File: src/hw/rtl/fcl_pkg.sv
// Shared types, constants and sigmoid table for the dense layer block.
// No dependencies; every other file in hw/rtl except fcl_ram uses this package.
`timescale 1ns / 1ps
`default_nettype none
package fcl_pkg;

   localparam int MAX_INPUTS  = 256;
   localparam int MAX_NEURONS = 64;
   localparam int DATA_WIDTH  = 16;
   localparam int IDX_W       = $clog2(MAX_INPUTS);
   localparam int NRN_W       = $clog2(MAX_NEURONS);
   localparam int WADDR_W     = IDX_W + NRN_W;
   localparam int WDEPTH      = MAX_INPUTS * MAX_NEURONS;
   localparam int ACC_W       = 42;
   localparam int HALF_W      = ACC_W / 2;
   localparam int P_W         = 40;
   localparam int KF_W        = 17;

   localparam logic [1:0] CMD_WEIGHT  = 2'd0;
   localparam logic [1:0] CMD_BIAS    = 2'd1;
   localparam logic [1:0] CMD_ELEMENT = 2'd2;

   localparam logic [2:0] REG_INPUT_COUNT  = 3'd0;
   localparam logic [2:0] REG_NEURON_COUNT = 3'd1;
   localparam logic [2:0] REG_ACTIVATION   = 3'd2;
   localparam logic [2:0] REG_DROPOUT      = 3'd3;
   localparam logic [2:0] REG_KEEP_FACTOR  = 3'd4;

   localparam logic [1:0] DROP_MASK  = 2'd1;
   localparam logic [1:0] DROP_SCALE = 2'd2;
   localparam logic       ACT_SIGMOID = 1'b1;

   localparam logic [63:0] EXP_STEP_Q32 = 64'd4162825044;

   typedef enum logic [3:0] {
      ST_CLEAR, ST_IDLE, ST_MAC, ST_DRAIN1, ST_DRAIN2, ST_BIAS,
      ST_SCALE_LO, ST_SCALE_HI, ST_ROUND, ST_OUT
   } state_type;

   typedef struct packed {
      logic               accept;
      logic               clear_wr;
      logic [WADDR_W-1:0] clear_addr;
      logic               rd_issue;
      logic [NRN_W-1:0]   rd_neuron;
      logic [IDX_W-1:0]   rd_input;
      logic               acc_clear;
      logic               bias_add;
      logic               scale_lo;
      logic               scale_hi;
      logic               round_en;
      logic               out_en;
      logic               out_last;
   } dp_cmd_type;

   typedef struct packed {
      logic [IDX_W-1:0] inputs_m1;
      logic [NRN_W-1:0] neurons_m1;
   } dp_stat_type;

   typedef logic [15:0] sig_tab_type [256];

   function automatic logic [63:0] udiv(input logic [63:0] n, input logic [63:0] d);
      logic [63:0] q;
      logic [63:0] r;
      q = '0;
      r = '0;
      for (int i = 63; i >= 0; i--) begin
         r = {r[62:0], n[i]};
         if (r >= d) begin
            r = r - d;
            q[i] = 1'b1;
         end
      end
      return q;
   endfunction

   function automatic sig_tab_type build_sig();
      sig_tab_type t;
      logic [63:0] e;
      logic [63:0] den;
      e = EXP_STEP_Q32;
      for (int k = 0; k < 128; k++) begin
         den = 64'h1_0000_0000 + e;
         t[128 + k] = 16'(udiv((64'd1 << 40) + (den >> 1), den));
         t[127 - k] = 16'(udiv((e << 8) + (den >> 1), den));
         e = (e * EXP_STEP_Q32) >> 32;
         e = (e * EXP_STEP_Q32) >> 32;
      end
      return t;
   endfunction

   localparam sig_tab_type SIG_TABLE = build_sig();

endpackage
`default_nettype wire

File: src/hw/rtl/fcl_ctrl.sv
// Controller: clearing sweep, request decode and per-neuron MAC sequencing.
// Depends on fcl_pkg.
`timescale 1ns / 1ps
`default_nettype none
module fcl_ctrl (
   input  wire logic                     clock,
   input  wire logic                     reset,
   input  wire logic                     start,
   input  wire logic [1:0]               req_command,
   input  wire logic [fcl_pkg::IDX_W-1:0] req_input_index,
   input  wire fcl_pkg::dp_stat_type     stat,
   output logic                          busy,
   output fcl_pkg::dp_cmd_type           cmd
);
   fcl_pkg::state_type state_ff, state_in;
   logic [fcl_pkg::WADDR_W-1:0] clr_ff, clr_in;
   logic [fcl_pkg::IDX_W-1:0]   j_ff, j_in;
   logic [fcl_pkg::NRN_W-1:0]   k_ff, k_in;

   always_ff @(posedge clock) begin
      if (reset) begin
         state_ff <= fcl_pkg::ST_CLEAR;
         clr_ff   <= '0;
         j_ff     <= '0;
         k_ff     <= '0;
      end else begin
         state_ff <= state_in;
         clr_ff   <= clr_in;
         j_ff     <= j_in;
         k_ff     <= k_in;
      end
   end

   always_comb begin
      state_in = state_ff;
      clr_in   = clr_ff;
      j_in     = j_ff;
      k_in     = k_ff;
      cmd            = '0;
      cmd.clear_addr = clr_ff;
      cmd.rd_neuron  = k_ff;
      cmd.rd_input   = j_ff;
      cmd.out_last   = (k_ff == stat.neurons_m1);
      busy = (state_ff != fcl_pkg::ST_IDLE);
      case (state_ff)
         fcl_pkg::ST_CLEAR: begin
            cmd.clear_wr = 1'b1;
            clr_in = clr_ff + 1'b1;
            if (&clr_ff) begin
               state_in = fcl_pkg::ST_IDLE;
            end
         end
         fcl_pkg::ST_IDLE: begin
            cmd.accept = start;
            if (start && req_command == fcl_pkg::CMD_ELEMENT
                  && req_input_index == stat.inputs_m1) begin
               cmd.acc_clear = 1'b1;
               j_in = '0;
               k_in = '0;
               state_in = fcl_pkg::ST_MAC;
            end
         end
         fcl_pkg::ST_MAC: begin
            cmd.rd_issue = 1'b1;
            j_in = j_ff + 1'b1;
            if (j_ff == stat.inputs_m1) begin
               state_in = fcl_pkg::ST_DRAIN1;
            end
         end
         fcl_pkg::ST_DRAIN1:   state_in = fcl_pkg::ST_DRAIN2;
         fcl_pkg::ST_DRAIN2:   state_in = fcl_pkg::ST_BIAS;
         fcl_pkg::ST_BIAS: begin
            cmd.bias_add = 1'b1;
            state_in = fcl_pkg::ST_SCALE_LO;
         end
         fcl_pkg::ST_SCALE_LO: begin
            cmd.scale_lo = 1'b1;
            state_in = fcl_pkg::ST_SCALE_HI;
         end
         fcl_pkg::ST_SCALE_HI: begin
            cmd.scale_hi = 1'b1;
            state_in = fcl_pkg::ST_ROUND;
         end
         fcl_pkg::ST_ROUND: begin
            cmd.round_en = 1'b1;
            state_in = fcl_pkg::ST_OUT;
         end
         fcl_pkg::ST_OUT: begin
            cmd.out_en = 1'b1;
            j_in = '0;
            if (k_ff == stat.neurons_m1) begin
               state_in = fcl_pkg::ST_IDLE;
            end else begin
               k_in = k_ff + 1'b1;
               cmd.acc_clear = 1'b1;
               state_in = fcl_pkg::ST_MAC;
            end
         end
         default: state_in = fcl_pkg::ST_IDLE;
      endcase
   end
endmodule
`default_nettype wire

File: config.mk
export PLATFORM = sky130hd
export DESIGN_NAME = fcl_ctrl
export DESIGN_NICKNAME = d
export VERILOG_FILES = /design/src/hw/rtl/fcl_pkg.sv /design/src/hw/rtl/fcl_ctrl.sv
export SDC_FILE = /design/constraint.sdc
export NUM_CORES = 1
export LEC_CHECK = 0
export ABC_AREA = 1
export BUFFER_PORTS_ARGS = -buffer_cell sky130_fd_sc_hd__clkbuf_2
export CAP_MARGIN = 20
export CORE_MARGIN = 2
export CORE_UTILIZATION = 49
export DETAILED_ROUTE_END_ITERATION = 8
export GPL_TIMING_DRIVEN = 0
export MAX_ROUTING_LAYER = met4
export PLACE_DENSITY = 0.73
export SLEW_MARGIN = 0
export SYNTH_ARGS = -nofsm -noshare
export SYNTH_HDL_FRONTEND = slang
export SYNTH_SLANG_ARGS = --single-unit
File: constraint.sdc
create_clock -name clock -period 1.75 [get_ports clock]
set_clock_uncertainty 0.15 [all_clocks]
set_input_delay 0.35 -clock clock [delete_from_list [all_inputs] [get_ports clock]]
set_output_delay 0.35 -clock clock [all_outputs]
set_load 0.01 [all_outputs]
==> results_dict.tcl <==
set metrics [dict create \
    cts-root-buf "clkbuf_8" \
    slew_headroom 0.647 \
    worstReg2RegStart "state_ff[1]" \
    worstPathMaxFanout 3 \
    drt-total-wl_mm 5.14 \
    core-area_mm2 0.00403 \
    r2r_slack_ns 0.08 \
    die_w_um 68.9 \
    numCtsBuffers 5 \
    vias_per_cell 5.06 \
    worst_hold_startpoint "reset" \
    total_power_mw 2.46 \
    start_kind "flip-flop" \
    seq_area_um2 673 \
    finalSetupViolCount 2 \
    violations "negative setup slack" \
    ys_seq_area_frac 0.311 \
    r2r-end "state_ff[0]" \
    fmax_mhz 548 \
    async_reset_ff_frac 0 \
    syn_area_mm2 0.00206 \
    cts_tree "built" \
    final_common_cell "clkbuf_2" \
    worst_slew_pin_slew_ns 0.529 \
    multi_input_area_mm2 0.00130 \
    path_buf_inv 2 \
    place.gp.congestion 0.829 \
    post-route-drc-count 0 \
    setup_ws_ns -0.0742 \
    syn_nets 331 \
    gr-total-overflow 0 \
    hold_violations 0 \
    cts_max_level 2 \
    synth-main-ff-cell "dfxtp_1" \
    p_leak_nw 1.28 \
    ir_worst_vdd_uv 693 \
    grt_max_degree 11 \
    cts.sinks 32 \
    area_growth_pct 35.0 \
    final_cell_mix "clkbuf_2, nand2_1, inv_1" \
    wl_per_cell_um 11.7 \
    cts-hold-fix-buffers 0 \
    grt_pass1_vias 1799 \
    rows 23 \
    fin_crit_ns 1.82 \
    status "finished, violations left" \
    grt_usage 0.222 \
    drt_iter0_drc 119 \
    start_util 0.512 \
    syn_inst 301 \
    final_max_slew_viol_count 0 \
    min_path_cells 4 \
    die_area_mm2 0.00474 \
    fin_nets 419 \
    vias 2221 \
    synth-edff-count 0 \
    ys_types 37 \
    slowest_delay_ns 0.35 \
    pre_cts_slack_ns -0.0790 \
    hpwlAfterDp_mm 3.53 \
    place_inst 416 \
    cts_buffer_depth 2 \
    crit_family "simple AND/OR/NAND/NOR gates" \
    crit_type "reg2out" \
    clkLatencyLatePin_ns 0.27 \
    dr.pass1.iters 4 \
    tns_ns -0.0744 \
    ant_nets 0 \
    critPathSlowestCell "dfxtp_2" \
    period_share 1.04 \
    crit_arrival_ns 1.32 \
    fillers 351 \
    hold_slack_ns 0.240 \
    layout-drive-gt1-share 0.365 \
    antenna_found_initial 0 \
    maxCapViolations 0 \
    rsz0062_at_grt "true" \
    die_h_um 68.9 \
    r2r_cells 9 \
    clk_pin_slew_ns 0.06 \
    p_per_area_mw_per_mm2 883 \
    hold_class "in2reg" \
    synth_warnings 0 \
    crit_required_ns 1.25 \
    ioPinCount 66 \
    ys_seq_elements 32 \
    syn_avg_cell_area_um2 6.85 \
    io_buffers 65 \
    fin_cells 439 \
    grt_pass1_wl_mm 7.77 \
    n_antenna_cell 0 \
    crit_path_end_kind "primary output" \
    path_cells "inv_2, nand2_2, nand2_2, a21oi_2, nand3_2, nand2_4, nand2_4, buf_6" \
    min_delay_worst_endpoint "clr_ff[0]" \
]
[through the flow]
step | cell area, µm² | utilization
floorplan | 2060 | -
detailed placement | 2450 | 0.608
finish | 2780 | 0.691
global placement | 2450 | 0.608
CTS | 2670 | 0.661
global route | 2780 | 0.691
[flip-flops by register name, indices dropped and copies added (netlist names)]
register	cells
clr_ff	14
j_ff	8
k_ff	6
state_ff	4
[cells in the mapped netlist (5+ instances only)]
| library cell | instances | area, µm² |
|---|---|---|
| nand3_1 | 24 | 120 |
| dfxtp_1 | 32 | 641 |
| nand4_1 | 5 | 31.3 |
| xor2_1 | 9 | 78.8 |
| nor2_1 | 29 | 109 |
| xnor2_1 | 13 | 114 |
| o21ai_0 | 14 | 70.1 |
| nor3_1 | 9 | 45.0 |
| a21oi_1 | 26 | 130 |
| inv_1 | 40 | 150 |
| nand2_1 | 65 | 244 |
[logic make-up after synthesis]
| family | count (synthesis) | synth area share |
|---|---|---|
| AOI/OAI and AO/OA | 45 | 0.117 |
| and+or+nand+nor | 152 | 0.370 |
| xor gates and xnor gates | 22 | 0.0934 |
| buffers and inverters | 47 | 0.0910 |
| DFF | 32 | 0.311 |
| adders and majority gates | 3 | 0.0182 |
[layout make-up]
| class | count | area share |
|---|---|---|
| clock inverter | 1 | 0.00180 |
| timing repair buffer | 81 | 0.169 |
| sequential | 32 | 0.242 |
| tap | 50 | 0.0225 |
| buffer | 5 | 0.0112 |
| clock buffer | 6 | 0.0261 |
| multi-input combinational | 222 | 0.466 |
| inverter | 42 | 0.0612 |
[what timing repair did]
action                                  CTS  global route
buffers inserted                         12             4
pin swaps                                10             8
gates resized for setup                  23            28
endpoints found under the setup margin   10            13
[worst reg2reg max path: stages (launching register included)]
cell	delay (ns)
dfxtp_4	0.38
inv_1	0.11
nor3_4	0.25
buf_6	0.14
buf_4	0.15
nand2_1	0.10
nand3_1	0.13
nand2_1	0.07
nand2_1	0.05
nor2_1	0.03
[power breakdown]
part           total, mW  internal (mW)  switching, mW  leakage (nW)
clock network      0.524          0.270          0.254        0.0410
registers          0.887          0.800         0.0875         0.267
logic               1.05          0.433          0.613         0.973
[how the worst max path moves through the flow]
stage | start | slack, ns | end | cells past startpoint
after floorplan | clr_ff[1] | 0.17 | clr_ff[10] | 7
after global placement | stat[6] | -0.07 | cmd[6] | 7
after detailed placement | stat[6] | -0.08 | cmd[6] | 7
after CTS | k_ff[0] | -0.08 | cmd[6] | 6
after global routing | k_ff[4] | -0.15 | cmd[6] | 8
final | k_ff[4] | -0.07 | cmd[6] | 8
[layer usage]
| metal | vias to the layer above | track usage | wire, µm |
|---|---|---|---|
| met3 | 5 | 0.0341 | 259 |
| met4 | 0 | 0.0735 | 36 |
| met5 | - | - | 0 |
| met1 | 1014 | 0.282 | 2320 |
| li1 | 1141 | - | - |
| met2 | 61 | 0.361 | 2530 |
Power figures use the tool's default switching activity.
